[config.mk]
export PLATFORM = sky130hd
export DESIGN_NAME = lru_keyed_entry_cache
export DESIGN_NICKNAME = d
export VERILOG_FILES = /design/src/rtl/core/lrukec_pkg.sv /design/src/rtl/core/lru_keyed_entry_cache.sv
export VERILOG_INCLUDE_DIRS = /design/src /design/src/rtl/core
export SDC_FILE = /design/constraint.sdc
export NUM_CORES = 2
export LEC_CHECK = 0
export BUFFER_PORTS_ARGS = -buffer_cell sky130_fd_sc_hd__buf_4
export CAP_MARGIN = 10
export CORE_AREA = 2 2 393 317
export CTS_CLUSTER_SIZE = 12
export DETAILED_ROUTE_END_ITERATION = 16
export DIE_AREA = 0 0 395 319
export PLACE_DENSITY = 0.73
export SLEW_MARGIN = 0
export SYNTH_ARGS = -nofsm -noshare
export SYNTH_HDL_FRONTEND = slang
export SYNTH_SLANG_ARGS = --single-unit
[constraint.sdc]
create_clock -name i_clk -period 19.55 [get_ports i_clk]
set_input_delay 5.865 -clock i_clk [delete_from_list [all_inputs] [get_ports i_clk]]
set_output_delay 5.865 -clock i_clk [all_outputs]
set_load 0.01 [all_outputs]
[src/rtl/core/assert_macros.svh]
// assertion macros shared by the rtl, empty when synthesizing
`ifndef ASSERT_MACROS_SVH
`define ASSERT_MACROS_SVH

`ifndef SYNTHESIS

// expression holds at every clock edge out of reset
`define ASSERT_ALWAYS(label, clk, rst_n, expr) \
    label: assert property (@(posedge clk) disable iff (!rst_n) (expr)) \
        else $error("assertion failed");

// consequent holds in the same cycle as the antecedent
`define ASSERT_IMPLIES(label, clk, rst_n, ante, cons) \
    label: assert property (@(posedge clk) disable iff (!rst_n) (ante) |-> (cons)) \
        else $error("assertion failed");

// consequent holds in the cycle after the antecedent
`define ASSERT_NEXT(label, clk, rst_n, ante, cons) \
    label: assert property (@(posedge clk) disable iff (!rst_n) (ante) |=> (cons)) \
        else $error("assertion failed");

`else

`define ASSERT_ALWAYS(label, clk, rst_n, expr)
`define ASSERT_IMPLIES(label, clk, rst_n, ante, cons)
`define ASSERT_NEXT(label, clk, rst_n, ante, cons)

`endif

`endif

[src/rtl/core/lrukec_pkg.sv]
// types, field widths and codes of the lru keyed entry cache
`timescale 1ns / 1ps

package lrukec_pkg;

    // default directory depth
    localparam int DEFAULT_DEPTH = 16;

    // field widths
    localparam int OPCODE_W = 3;
    localparam int KIND_W   = 2;
    localparam int KEY_W    = 32;
    localparam int COLOR_W  = 32;
    localparam int FRAME_W  = 32;
    localparam int STATUS_W = 3;
    localparam int SLOT_W   = 4;
    localparam int COUNT_W  = 5;
    localparam int CAP_W    = 5;

    // operation codes
    localparam logic [OPCODE_W-1:0] OP_OPEN    = 3'd0;
    localparam logic [OPCODE_W-1:0] OP_INV_KEY = 3'd1;
    localparam logic [OPCODE_W-1:0] OP_INV_ALL = 3'd2;
    localparam logic [OPCODE_W-1:0] OP_TRIM    = 3'd3;
    localparam logic [OPCODE_W-1:0] OP_EVICT   = 3'd4;

    // source kinds that can match
    localparam logic [KIND_W-1:0] KIND_VAR  = 2'd0;
    localparam logic [KIND_W-1:0] KIND_FILE = 2'd1;

    // result status codes
    localparam logic [STATUS_W-1:0] STAT_HIT         = 3'd0;
    localparam logic [STATUS_W-1:0] STAT_INSERTED    = 3'd1;
    localparam logic [STATUS_W-1:0] STAT_DISABLED    = 3'd2;
    localparam logic [STATUS_W-1:0] STAT_OPEN_FAILED = 3'd3;
    localparam logic [STATUS_W-1:0] STAT_DONE        = 3'd4;
    localparam logic [STATUS_W-1:0] STAT_NO_EVICT    = 3'd5;

    // one directory entry as stored
    typedef struct packed {
        logic [KIND_W-1:0]  kind;
        logic [KEY_W-1:0]   key;
        logic [COLOR_W-1:0] color;
        logic [FRAME_W-1:0] frame;
    } t_entry;

    // rank rewrite applied by an update scan
    typedef enum logic [2:0] {
        UPD_HIT = 3'b001,
        UPD_INS = 3'b010,
        UPD_DEC = 3'b100
    } t_upd_mode;

endpackage

[src/rtl/core/lru_keyed_entry_cache.sv]
// lru keyed entry cache directory with a slot-serial scan engine
`timescale 1ns / 1ps

`include "assert_macros.svh"

// Directory of up to DEPTH keyed entries in least-recently-used order. A command
// is taken when start is high and busy is low; its single result is shown on the
// o_ ports for exactly one cycle with o_valid, and the receiver cannot hold it off.
// The block handles one command at a time: entry data and recency ranks sit in two
// memories that one compare and rank-update unit walks slot by slot. An open runs a
// search scan and a decide step; a hit then runs a rank scan, and an insert a rank
// scan and an insert step. A failed open and evict end after the decide step, trim
// repeats search and decide per entry removed, and invalidate key runs search,
// decide and a rank scan per entry removed, then a last search and decide. A
// disabled open, invalidate all, an unknown code, invalidate key of a kind that never
// matches, trim with nothing over capacity and evict on an empty directory are
// answered from idle with no scan. Capacity writes are taken at any time but
// must come while idle.
module lru_keyed_entry_cache #(
    parameter int DEPTH = lrukec_pkg::DEFAULT_DEPTH
) (
    input  logic                                 i_clk,
    input  logic                                 i_rst_n,
    // configuration
    input  logic                                 i_cfg_we,
    input  logic [lrukec_pkg::CAP_W-1:0]         i_cfg_wdata,
    // command beat
    input  logic                                 start,
    output logic                                 busy,
    input  logic [lrukec_pkg::OPCODE_W-1:0]      i_opcode,
    input  logic [lrukec_pkg::KIND_W-1:0]        i_key_kind,
    input  logic [lrukec_pkg::KEY_W-1:0]         i_source_key,
    input  logic [lrukec_pkg::COLOR_W-1:0]       i_color,
    input  logic signed [lrukec_pkg::FRAME_W-1:0] i_frame_number,
    input  logic                                 i_decode_ok,
    // result beat
    output logic                                 o_valid,
    output logic [lrukec_pkg::STATUS_W-1:0]      o_status,
    output logic [lrukec_pkg::SLOT_W-1:0]        o_slot,
    output logic                                 o_evicted,
    output logic [lrukec_pkg::SLOT_W-1:0]        o_evicted_slot,
    output logic [lrukec_pkg::COUNT_W-1:0]       o_removed_count,
    output logic [lrukec_pkg::COUNT_W-1:0]       o_entries_used
);
    import lrukec_pkg::*;

    localparam int IW = (DEPTH > 1) ? $clog2(DEPTH) : 1;
    localparam int CW = $clog2(DEPTH + 1);
    localparam int KW = (CW > CAP_W) ? CW : CAP_W;
    localparam logic [IW-1:0] LAST_IDX  = IW'(DEPTH - 1);
    localparam logic [CW-1:0] DEPTH_CNT = CW'(DEPTH);

    typedef enum logic [4:0] {
        ST_IDLE   = 5'b00001,
        ST_FIND   = 5'b00010,
        ST_DECIDE = 5'b00100,
        ST_UPDATE = 5'b01000,
        ST_INSERT = 5'b10000
    } t_state;

    // sequencer and architectural state
    t_state              r_state, n_state;
    logic [CAP_W-1:0]    r_cap, n_cap;
    logic [DEPTH-1:0]    r_valid, n_valid;
    logic [CW-1:0]       r_used, n_used;

    // latched command
    logic [OPCODE_W-1:0] r_op, n_op;
    logic [KIND_W-1:0]   r_kind, n_kind;
    logic [KEY_W-1:0]    r_key, n_key;
    logic [COLOR_W-1:0]  r_color, n_color;
    logic [FRAME_W-1:0]  r_frame, n_frame;
    logic                r_dok, n_dok;

    // scan engine
    logic [IW-1:0]       r_cnt, n_cnt;
    logic                r_issue, n_issue;
    logic                r_proc, n_proc;
    logic [IW-1:0]       r_pidx, n_pidx;
    logic                start_pass;
    logic                pass_end;

    // memory read data
    t_entry              r_rd_entry;
    logic [IW-1:0]       r_rd_rank;

    // scan results
    logic                r_hit_f, n_hit_f;
    logic [IW-1:0]       r_hit_slot, n_hit_slot;
    logic [IW-1:0]       r_hit_rank, n_hit_rank;
    logic                r_tail_f, n_tail_f;
    logic [IW-1:0]       r_tail_slot, n_tail_slot;
    logic [IW-1:0]       r_tail_rank, n_tail_rank;
    logic                r_free_f, n_free_f;
    logic [IW-1:0]       r_free_slot, n_free_slot;

    // update scan control
    t_upd_mode           r_mode, n_mode;
    logic [IW-1:0]       r_urank, n_urank;
    logic [IW-1:0]       r_uslot, n_uslot;
    logic [IW-1:0]       r_ins_slot, n_ins_slot;

    // result registers
    logic                r_out_vld, n_out_vld;
    logic [STATUS_W-1:0] r_status, n_status;
    logic [IW-1:0]       r_slot, n_slot;
    logic                r_ev, n_ev;
    logic [IW-1:0]       r_evslot, n_evslot;
    logic [CW-1:0]       r_removed, n_removed;

    // memories
    t_entry              mem_entry [DEPTH];
    logic [IW-1:0]       mem_rank  [DEPTH];

    // shared per-slot unit
    logic                p_valid;
    logic                kind_ok;
    logic                key_eq;
    logic                full_eq;
    logic                take_hit;
    logic                take_tail;
    logic                take_free;
    logic                upd_we;
    logic [IW-1:0]       upd_rank;
    logic                rank_we;
    logic [IW-1:0]       rank_addr;
    logic [IW-1:0]       rank_data;

    // occupancy checks
    logic [CW-1:0]       used_dec;
    logic                cache_full;
    logic                over_cap;
    logic                evict_now;

    assign used_dec   = r_used - 1'b1;
    assign cache_full = (KW'(r_used) >= KW'(r_cap)) || (r_used == DEPTH_CNT);
    assign over_cap   = KW'(r_used) > KW'(r_cap);
    assign evict_now  = cache_full && r_tail_f;
    assign pass_end   = r_proc && (r_pidx == LAST_IDX);

    // compare of the slot coming out of the memories
    always_comb begin
        p_valid   = r_valid[r_pidx];
        kind_ok   = r_kind inside {KIND_VAR, KIND_FILE};
        key_eq    = kind_ok && (r_rd_entry.kind == r_kind) && (r_rd_entry.key == r_key);
        full_eq   = key_eq && (r_rd_entry.color == r_color) && (r_rd_entry.frame == r_frame);
        take_hit  = p_valid && ((r_op == OP_OPEN) ? full_eq : key_eq)
                    && (!r_hit_f || (r_rd_rank < r_hit_rank));
        take_tail = p_valid && (!r_tail_f || (r_rd_rank > r_tail_rank));
        take_free = !p_valid && !r_free_f;
    end

    // rank rewrite of the slot coming out of the memories
    always_comb begin
        upd_we   = 1'b0;
        upd_rank = r_rd_rank;
        case (r_mode)
            UPD_HIT: begin
                if (r_pidx == r_uslot) begin
                    upd_we   = 1'b1;
                    upd_rank = '0;
                end else if (p_valid && (r_rd_rank < r_urank)) begin
                    upd_we   = 1'b1;
                    upd_rank = r_rd_rank + 1'b1;
                end
            end
            UPD_INS: begin
                if (p_valid) begin
                    upd_we   = 1'b1;
                    upd_rank = r_rd_rank + 1'b1;
                end
            end
            UPD_DEC: begin
                if (p_valid && (r_rd_rank > r_urank)) begin
                    upd_we   = 1'b1;
                    upd_rank = r_rd_rank - 1'b1;
                end
            end
            default: begin
                upd_we = 1'b0;
            end
        endcase
    end

    // rank memory write port
    always_comb begin
        rank_we   = 1'b0;
        rank_addr = r_pidx;
        rank_data = upd_rank;
        if (r_state == ST_UPDATE) begin
            rank_we = r_proc && upd_we;
        end else if (r_state == ST_INSERT) begin
            rank_we   = 1'b1;
            rank_addr = r_ins_slot;
            rank_data = '0;
        end
    end

    // sequencer
    always_comb begin
        n_state     = r_state;
        n_cap       = r_cap;
        n_valid     = r_valid;
        n_used      = r_used;
        n_op        = r_op;
        n_kind      = r_kind;
        n_key       = r_key;
        n_color     = r_color;
        n_frame     = r_frame;
        n_dok       = r_dok;
        n_hit_f     = r_hit_f;
        n_hit_slot  = r_hit_slot;
        n_hit_rank  = r_hit_rank;
        n_tail_f    = r_tail_f;
        n_tail_slot = r_tail_slot;
        n_tail_rank = r_tail_rank;
        n_free_f    = r_free_f;
        n_free_slot = r_free_slot;
        n_mode      = r_mode;
        n_urank     = r_urank;
        n_uslot     = r_uslot;
        n_ins_slot  = r_ins_slot;
        n_out_vld   = 1'b0;
        n_status    = r_status;
        n_slot      = r_slot;
        n_ev        = r_ev;
        n_evslot    = r_evslot;
        n_removed   = r_removed;
        start_pass  = 1'b0;

        // capacity register
        if (i_cfg_we) begin
            n_cap = i_cfg_wdata;
        end

        case (r_state)
            ST_IDLE: begin
                if (start) begin
                    n_op      = i_opcode;
                    n_kind    = i_key_kind;
                    n_key     = i_source_key;
                    n_color   = i_color;
                    n_frame   = $unsigned(i_frame_number);
                    n_dok     = i_decode_ok;
                    n_status  = STAT_DONE;
                    n_slot    = '0;
                    n_ev      = 1'b0;
                    n_evslot  = '0;
                    n_removed = '0;
                    case (i_opcode)
                        OP_OPEN: begin
                            if (r_cap == '0) begin
                                n_status  = STAT_DISABLED;
                                n_out_vld = 1'b1;
                            end else begin
                                n_state    = ST_FIND;
                                start_pass = 1'b1;
                            end
                        end
                        OP_INV_KEY: begin
                            if (i_key_kind inside {KIND_VAR, KIND_FILE}) begin
                                n_state    = ST_FIND;
                                start_pass = 1'b1;
                            end else begin
                                n_out_vld = 1'b1;
                            end
                        end
                        OP_INV_ALL: begin
                            n_removed = r_used;
                            n_valid   = '0;
                            n_used    = '0;
                            n_out_vld = 1'b1;
                        end
                        OP_TRIM: begin
                            if (over_cap) begin
                                n_state    = ST_FIND;
                                start_pass = 1'b1;
                            end else begin
                                n_out_vld = 1'b1;
                            end
                        end
                        OP_EVICT: begin
                            if (r_used == '0) begin
                                n_status  = STAT_NO_EVICT;
                                n_out_vld = 1'b1;
                            end else begin
                                n_state    = ST_FIND;
                                start_pass = 1'b1;
                            end
                        end
                        default: begin
                            n_out_vld = 1'b1;
                        end
                    endcase
                end
            end

            // search scan: best match, least recent, lowest free slot
            ST_FIND: begin
                if (r_proc) begin
                    if (take_hit) begin
                        n_hit_f    = 1'b1;
                        n_hit_slot = r_pidx;
                        n_hit_rank = r_rd_rank;
                    end
                    if (take_tail) begin
                        n_tail_f    = 1'b1;
                        n_tail_slot = r_pidx;
                        n_tail_rank = r_rd_rank;
                    end
                    if (take_free) begin
                        n_free_f    = 1'b1;
                        n_free_slot = r_pidx;
                    end
                end
                if (pass_end) begin
                    n_state = ST_DECIDE;
                end
            end

            ST_DECIDE: begin
                n_state = ST_IDLE;
                case (r_op)
                    OP_OPEN: begin
                        if (r_hit_f) begin
                            n_status   = STAT_HIT;
                            n_slot     = r_hit_slot;
                            n_mode     = UPD_HIT;
                            n_urank    = r_hit_rank;
                            n_uslot    = r_hit_slot;
                            n_state    = ST_UPDATE;
                            start_pass = 1'b1;
                        end else if (!r_dok) begin
                            n_status  = STAT_OPEN_FAILED;
                            n_out_vld = 1'b1;
                        end else begin
                            n_status = STAT_INSERTED;
                            // full cache drops its least recent entry first
                            if (evict_now) begin
                                n_valid[r_tail_slot] = 1'b0;
                                n_used               = used_dec;
                                n_ev                 = 1'b1;
                                n_evslot             = r_tail_slot;
                                n_removed            = CW'(1);
                            end
                            // lowest free slot, counting the one just evicted
                            if (r_free_f && (!evict_now || (r_free_slot < r_tail_slot))) begin
                                n_ins_slot = r_free_slot;
                                n_mode     = UPD_INS;
                                n_state    = ST_UPDATE;
                                start_pass = 1'b1;
                            end else if (evict_now) begin
                                n_ins_slot = r_tail_slot;
                                n_mode     = UPD_INS;
                                n_state    = ST_UPDATE;
                                start_pass = 1'b1;
                            end else begin
                                n_out_vld = 1'b1;
                            end
                        end
                    end
                    OP_INV_KEY: begin
                        if (r_hit_f) begin
                            n_valid[r_hit_slot] = 1'b0;
                            n_used              = used_dec;
                            n_removed           = r_removed + 1'b1;
                            n_mode              = UPD_DEC;
                            n_urank             = r_hit_rank;
                            n_state             = ST_UPDATE;
                            start_pass          = 1'b1;
                        end else begin
                            n_out_vld = 1'b1;
                        end
                    end
                    OP_TRIM: begin
                        // least recent holds the top rank, no renumbering needed
                        if (r_tail_f) begin
                            n_valid[r_tail_slot] = 1'b0;
                            n_used               = used_dec;
                            n_removed            = r_removed + 1'b1;
                            if (KW'(used_dec) > KW'(r_cap)) begin
                                n_state    = ST_FIND;
                                start_pass = 1'b1;
                            end else begin
                                n_out_vld = 1'b1;
                            end
                        end else begin
                            n_out_vld = 1'b1;
                        end
                    end
                    OP_EVICT: begin
                        if (r_tail_f) begin
                            n_valid[r_tail_slot] = 1'b0;
                            n_used               = used_dec;
                            n_removed            = CW'(1);
                        end else begin
                            n_status = STAT_NO_EVICT;
                        end
                        n_out_vld = 1'b1;
                    end
                    default: begin
                        n_out_vld = 1'b1;
                    end
                endcase
            end

            // rank rewrite scan
            ST_UPDATE: begin
                if (pass_end) begin
                    case (r_mode)
                        UPD_INS: begin
                            n_state = ST_INSERT;
                        end
                        UPD_DEC: begin
                            n_state    = ST_FIND;
                            start_pass = 1'b1;
                        end
                        default: begin
                            n_state   = ST_IDLE;
                            n_out_vld = 1'b1;
                        end
                    endcase
                end
            end

            // new entry goes in as most recent
            ST_INSERT: begin
                n_valid[r_ins_slot] = 1'b1;
                n_used              = r_used + 1'b1;
                n_slot              = r_ins_slot;
                n_out_vld           = 1'b1;
                n_state             = ST_IDLE;
            end

            default: begin
                n_state = ST_IDLE;
            end
        endcase

        // clear the scan results when a search begins
        if (start_pass && (n_state == ST_FIND)) begin
            n_hit_f  = 1'b0;
            n_tail_f = 1'b0;
            n_free_f = 1'b0;
        end
    end

    // scan address generation, processing follows issue in the cycle after
    always_comb begin
        n_cnt   = r_cnt;
        n_issue = r_issue;
        n_proc  = r_issue;
        n_pidx  = r_cnt;
        if (start_pass) begin
            n_cnt   = '0;
            n_issue = 1'b1;
        end else if (r_issue) begin
            if (r_cnt == LAST_IDX) begin
                n_issue = 1'b0;
            end else begin
                n_cnt = r_cnt + 1'b1;
            end
        end
    end

    // control registers
    always_ff @(posedge i_clk) begin
        if (!i_rst_n) begin
            r_state   <= ST_IDLE;
            r_cap     <= '0;
            r_valid   <= '0;
            r_used    <= '0;
            r_issue   <= 1'b0;
            r_proc    <= 1'b0;
            r_out_vld <= 1'b0;
        end else begin
            r_state   <= n_state;
            r_cap     <= n_cap;
            r_valid   <= n_valid;
            r_used    <= n_used;
            r_issue   <= n_issue;
            r_proc    <= n_proc;
            r_out_vld <= n_out_vld;
        end
    end

    // datapath registers
    always_ff @(posedge i_clk) begin
        r_op        <= n_op;
        r_kind      <= n_kind;
        r_key       <= n_key;
        r_color     <= n_color;
        r_frame     <= n_frame;
        r_dok       <= n_dok;
        r_cnt       <= n_cnt;
        r_pidx      <= n_pidx;
        r_hit_f     <= n_hit_f;
        r_hit_slot  <= n_hit_slot;
        r_hit_rank  <= n_hit_rank;
        r_tail_f    <= n_tail_f;
        r_tail_slot <= n_tail_slot;
        r_tail_rank <= n_tail_rank;
        r_free_f    <= n_free_f;
        r_free_slot <= n_free_slot;
        r_mode      <= n_mode;
        r_urank     <= n_urank;
        r_uslot     <= n_uslot;
        r_ins_slot  <= n_ins_slot;
        r_status    <= n_status;
        r_slot      <= n_slot;
        r_ev        <= n_ev;
        r_evslot    <= n_evslot;
        r_removed   <= n_removed;
    end

    // entry memory
    always_ff @(posedge i_clk) begin
        r_rd_entry <= mem_entry[r_cnt];
        if (r_state == ST_INSERT) begin
            mem_entry[r_ins_slot] <= '{kind: r_kind, key: r_key, color: r_color,
                                       frame: r_frame};
        end
    end

    // rank memory
    always_ff @(posedge i_clk) begin
        r_rd_rank <= mem_rank[r_cnt];
        if (rank_we) begin
            mem_rank[rank_addr] <= rank_data;
        end
    end

    // outputs
    assign busy            = (r_state != ST_IDLE);
    assign o_valid         = r_out_vld;
    assign o_status        = r_status;
    assign o_slot          = SLOT_W'(r_slot);
    assign o_evicted       = r_ev;
    assign o_evicted_slot  = SLOT_W'(r_evslot);
    assign o_removed_count = COUNT_W'(r_removed);
    assign o_entries_used  = COUNT_W'(r_used);

    // checks
    `ASSERT_ALWAYS(a_used_matches_valid, i_clk, i_rst_n, $countones(r_valid) == int'(r_used))
    `ASSERT_ALWAYS(a_used_bound, i_clk, i_rst_n, r_used <= DEPTH_CNT)
    `ASSERT_IMPLIES(a_result_when_idle, i_clk, i_rst_n, o_valid, !busy)
    `ASSERT_NEXT(a_accept_progress, i_clk, i_rst_n, start && !busy, busy || o_valid)

endmodule

* Word-level counts from Yosys, hierarchy flattened *
Memory sizes are Yosys's and may differ from the RTL's. A register that Yosys moved wholly into a read port is not among the register bits.
Index checks and enable logic that the tools add are counted.

operators by class
  mux-type cells = 142
  bitwise operators = 7
  equality and inequality tests = 48
  $lt $le $gt $ge = 15
  add/subtract/negate cells = 6
  reduce and logical (&&, ||, !) cells = 56

operators by type and width
  kind                  number
  $mux W16              7
  $mux W5               22
  $eq A32 B32 Y1        3
  $pmux W16 S3          2
  $mux W4               21
  $pmux W5 S4           3
  $mux W1               51
  $pmux W4 S3           3
  $and A16 B16 Y16      2
  $not A16 Y16          2
  $ne A3 B3 Y1 const B  10
  $pmux W5 S3           2
  $mux W3               8
  $pmux W3 S2           4
  $lt A4 B5 Y1 const B  4
  $pmux W5 S2           2
  $logic_and A1 B1 Y1   18
  $reduce_and A9 Y1     2
  $or A16 B16 Y16       1
  $reduce_and A3 Y1     5
  $ne A2 B2 Y1 const B  7
  $demux W1 S4          3
  $eq A3 B2 Y1 const B  4
  $ge A4 B1 Y1 const B  3
  42 further kinds      85

word-level totals
  bits in registers = 199
  RAM bits = 1632
  word-level logic and storage cells = 308
  output and inout bits = 24
  memories = 2

memories
  name       words  bits a word  rd ports  clocked after Yosys merged registers in  wr ports  RTL line                      text
  mem_entry  16     98           1         1                                        1         lru_keyed_entry_cache.sv:112  t_entry mem_entry [DEPTH];
  mem_rank   16     4            1         1                                        1         lru_keyed_entry_cache.sv:113  logic [IW-1:0] mem_rank [DEPTH];

* Logic depth before layout (Yosys ltp) *
  word-level depth = 13
  depth in mapped cells = 11

* Least setup slack after synthesis *
OpenSTA, ideal clock, no wires.

  path type = register -> register
  start = reg r_state[2]
  end = reg r_valid[1]
  data required time = 19.442 ns
  path buffers = 2
  cell stages (with the launch flop) = 8
  clock period less this slack = 11.481 ns
  path slack = 8.069 ns
  data arrival time = 11.373 ns
  cells stage by stage = dfxtp_1 -> clkbuf_1 -> nand2b_1 -> or4_1 -> clkbuf_1 -> nor4_1 -> o21ai_0 -> a31oi_1

between the ends
  word-level cells in the longest chain between the ends = 3

ends and longest elaborated chain
  item                                                         RTL line                      text
  start: declaration                                           lru_keyed_entry_cache.sv:62   t_state r_state, n_state;
  start signal: assignment                                     lru_keyed_entry_cache.sv:477  r_state <= n_state;
  $eq A5 B3 Y1, or another cell as far along                   lru_keyed_entry_cache.sv:236  case (r_state)
  $ne A4 B3 Y1 (no source line), or another cell as far along  -
  $reduce_and A9 Y1 (no source line)                           -
  end signal: assignment                                       lru_keyed_entry_cache.sv:479  r_valid <= n_valid;
  end: declaration                                             lru_keyed_entry_cache.sv:64   logic [DEPTH-1:0] r_valid, n_valid;

Several ways; a longest one is shown, not always the timed one.
A chain may end at the register's enable or synchronous reset.

* Worst setup path in the final report *
  start = reg r_state[2]
  end = out busy

between the ends
  word-level cells in the longest chain between the ends = 1

ends and longest elaborated chain
  item              RTL line                      text
  $ne A5 B1 Y1      lru_keyed_entry_cache.sv:534  assign busy = (r_state != ST_IDLE);
  end: declaration  lru_keyed_entry_cache.sv:29   output logic busy,

No other way between the ends.

==> results.cfg <==
[clocking]
max-clock-path-buffers = 3
clock-root-buffer = sky130_fd_sc_hd__clkbuf_16
cts_post_setup_buffers_inserted = 0
cts_tree = yes
hold_buffers_post_cts = 0
clk-insertion-delay-late_ps = 800
cts_repair_resize_count = 0
clk_transition_reported_paths_ps = 60
numCtsBuffers = 184
htree_levels = 4
clkSinkCount = 1933

[placed_design]
dp_hpwl_mm = 79.0
gp_congestion = 0.857
io_buffer_count = 134

[drt]
vias = 34152
firstDrtPassIters = 5
drtAntennaViolNets = 0
drcViolationCount = 0
initialDrtViolationCount = 3869
drt-wirelength-per-cell_um = 30.8
detail_route.wirelength_mm = 161
detail_route.vias_per_cell = 6.55

[timing]
timing_worst_slew_pin_value_ps = 1180
period_minus_slack_ps = 7790
finalCritPeriodShare_pct = 39.9
number_of_endpoints_with_negative_hold_slack_in_the_final_report = 0
timing.setup.tns_ps = 0
finalClockSkew_ps = 19.4
setup_viol_count_final = 0
peak_freq_mhz = 128
max_slew_margin_pct = 21.2
hold-worst-slack_ps = 448
slew_violations = 0
setup_repair_after_global_routing_missed_its_margin = false

[worst_setup_path]
critical_path.startpoint_type = flop
required_ps = 13680
worstSetupStartpoint = r_state[2]
critical_path_arrival_ps = 1930
origin_of_the_critical_flop_to_flop_path = n_pidx[1]
r2r_end = r_rd_entry[47]
worst_r2r_path_depth = 5
critPathCaptureType = output pin
critical_path_fanouts_max = 7
r2r_setup_slack_ps = 14510
crit_type = flop to output pin

[die]
initial_utilization_pct = 59.8
top_level_ports = 135
core_box_area_sq_um = 122000
die_y_um = 319
die_x_um = 395
placementRows = 115
design.die.area_sq_um = 126000

[power_and_ir_drop]
switching_power_uw = 2580
p_seq_share_pct = 48.3
swShare_pct = 25.2
pwr_density_cell_nw_per_um2 = 126
vdd_drop_max_v = 0.0000976
static-leakage-power_uw = 0.0255
intPower_uw = 7660
power_frac_comb_pct = 19.6
share_clk_of_total_power_pct = 32.1

[final_layout]
num-fill-cells = 7423
num-nets-final = 3572
antenna_cells = 0
most-common-layout-cells = sky130_fd_sc_hd__edfxtp_1 (1786), sky130_fd_sc_hd__mux4_2 (511), sky130_fd_sc_hd__clkbuf_16 (190)
syn2layout_area_growth_pct = 11.6
layout-drive-gt1-share_pct = 26.4
layout.cells.most_common = sky130_fd_sc_hd__edfxtp_1
layout.core_utilization_pct = 66.7

[synthesis]
synth_area_per_cell_sq_um = 22.8
synth.cell_area_sq_um = 73000
yosysUniqueCellTypes = 78
synth.ff_latch_count = 1933
synth_top_flop_cell = sky130_fd_sc_hd__edfxtp_1
ys_seq_area_share_pct = 77.5
synthCells = 3207
yosysWarningCount = 0
async_set_or_reset_register_ratio_after_synthesis_pct = 0
yosysTopAreaCell = sky130_fd_sc_hd__edfxtp_1
synth_edf_count = 1786
post_synth_main_area_contributors = sky130_fd_sc_hd__edfxtp_1 (73%), sky130_fd_sc_hd__mux4_2 (16%), sky130_fd_sc_hd__dfxtp_1 (4.0%)
synth_top_area_share_pct = 73.5
synthesis.nets = 3349

[run_status]
outcome = finished, final reports clean

[global_route]
grt_overflow_total = 0
track_usage_pct = 25.9
pin_count_of_the_biggest_net_entering_global_routing = 124
global_route_wire_length_before_repair_mm = 236
antenna_found_initial = 1
number_of_global_route_vias_before_repair = 34768

[min_path]
hold-path-endpoint = r_urank[1]
min-delay-path-class = flop to flop
source_of_the_worst_hold_timing_path = r_hit_rank[1]
number_of_cells_on_the_worst_hold_path = 0

[run]
cap_viol_max_count = 0
-- through the flow --
stage	instance area (sq um)	instances	setup WS (ps)	total power [uW]
floorplan	73000	3207	8070	6530
global placement	76000	4881	11460	6980
detailed placement	76000	4881	11420	7040
CTS	81500	5211	11740	10300
global route	81500	5212	11650	10600
finish	81500	5212	11760	10200
-- how the worst max path moves through the flow --
stage	end	slack [ps]	cells after the start
2_1_floorplan	r_valid[1]	8070	7
3_3_place_gp	r_color[12]	11460	4
3_5_place_dp	r_op[1]	11420	4
4_1_cts	busy	11740	4
5_1_grt	busy	11650	4
6_report	busy	11760	4
-- cell families after synthesis --
| logic type | synth area share, % |
|---|---|
| adders and majority gates | 0.531 |
| and+or+nand+nor | 1.69 |
| DFF | 77.5 |
| muxes | 16.1 |
| xor gates and xnor gates | 1.37 |
| buffers and inverters | 1.06 |
| AOI/OAI and AO/OA | 1.78 |
-- flip-flops by register name (all words and copies together), names as in the netlist, 5 cells and up --
register and count:
r_valid 16, mem_entry 1568, r_rd_entry 98, r_cap 5, o_entries_used 5, r_key 32
r_state 5, r_color 32, o_removed_count 5, mem_rank 64, r_frame 32
-- critical path, cell delays in order (launching register included) --
cell and delay [ps]:
sky130_fd_sc_hd__dfxtp_1 380, sky130_fd_sc_hd__nor2_1 220, sky130_fd_sc_hd__and3_1 280, sky130_fd_sc_hd__inv_1 110
sky130_fd_sc_hd__buf_4 160
-- metal layers --
metal / GRT usage [%] / vias up / part of all wire [%]
met5: 0 / - / 0
met4: 6.13 / 0 / 1.9
met3: 4.00 / 238 / 8.5
met2: 40.7 / 1798 / 49
met1: 39.3 / 18123 / 41
li1: - / 13993 / -
-- synth_stat cells (8+ instances only) --
cell,number
sky130_fd_sc_hd__o21ai_0,27
sky130_fd_sc_hd__edfxtp_1,1786
sky130_fd_sc_hd__o21a_1,8
sky130_fd_sc_hd__nand3_1,16
sky130_fd_sc_hd__nor3_1,25
sky130_fd_sc_hd__xor2_1,100
sky130_fd_sc_hd__clkbuf_1,88
sky130_fd_sc_hd__nand4_1,9
sky130_fd_sc_hd__xnor2_1,14
sky130_fd_sc_hd__dfxtp_1,147
sky130_fd_sc_hd__nor2b_1,12
sky130_fd_sc_hd__nor4_1,33
sky130_fd_sc_hd__mux2i_1,10
sky130_fd_sc_hd__ha_1,31
sky130_fd_sc_hd__nand2_1,32
sky130_fd_sc_hd__a31oi_1,23
sky130_fd_sc_hd__buf_1,8
sky130_fd_sc_hd__buf_2,46
sky130_fd_sc_hd__a221o_1,12
sky130_fd_sc_hd__nand2b_1,8
sky130_fd_sc_hd__inv_1,34
sky130_fd_sc_hd__mux4_2,511
sky130_fd_sc_hd__nor2_1,65
sky130_fd_sc_hd__a21oi_1,29
-- area by class of cell --
class | count | area [sq um] | area share (%)
sequential | 1933 | 56600 | 69.4
multi-input combinational | 1091 | 15800 | 19.3
clock buffer | 314 | 5290 | 6.49
tap | 1638 | 2050 | 2.52
timing repair buffer | 184 | 1490 | 1.83
clock inverter | 16 | 160 | 0.197
inverter | 36 | 140 | 0.172
-- power by group through the flow --
stage,logic (uW),clock network (uW),registers (uW)
global placement,1960,0,5020
finish,2000,3290,4950
CTS,2030,3330,4950
floorplan,1630,0,4900
detailed placement,2010,0,5030
global route,2140,3500,4970
No activity file was read; power rests on OpenSTA's default activity.
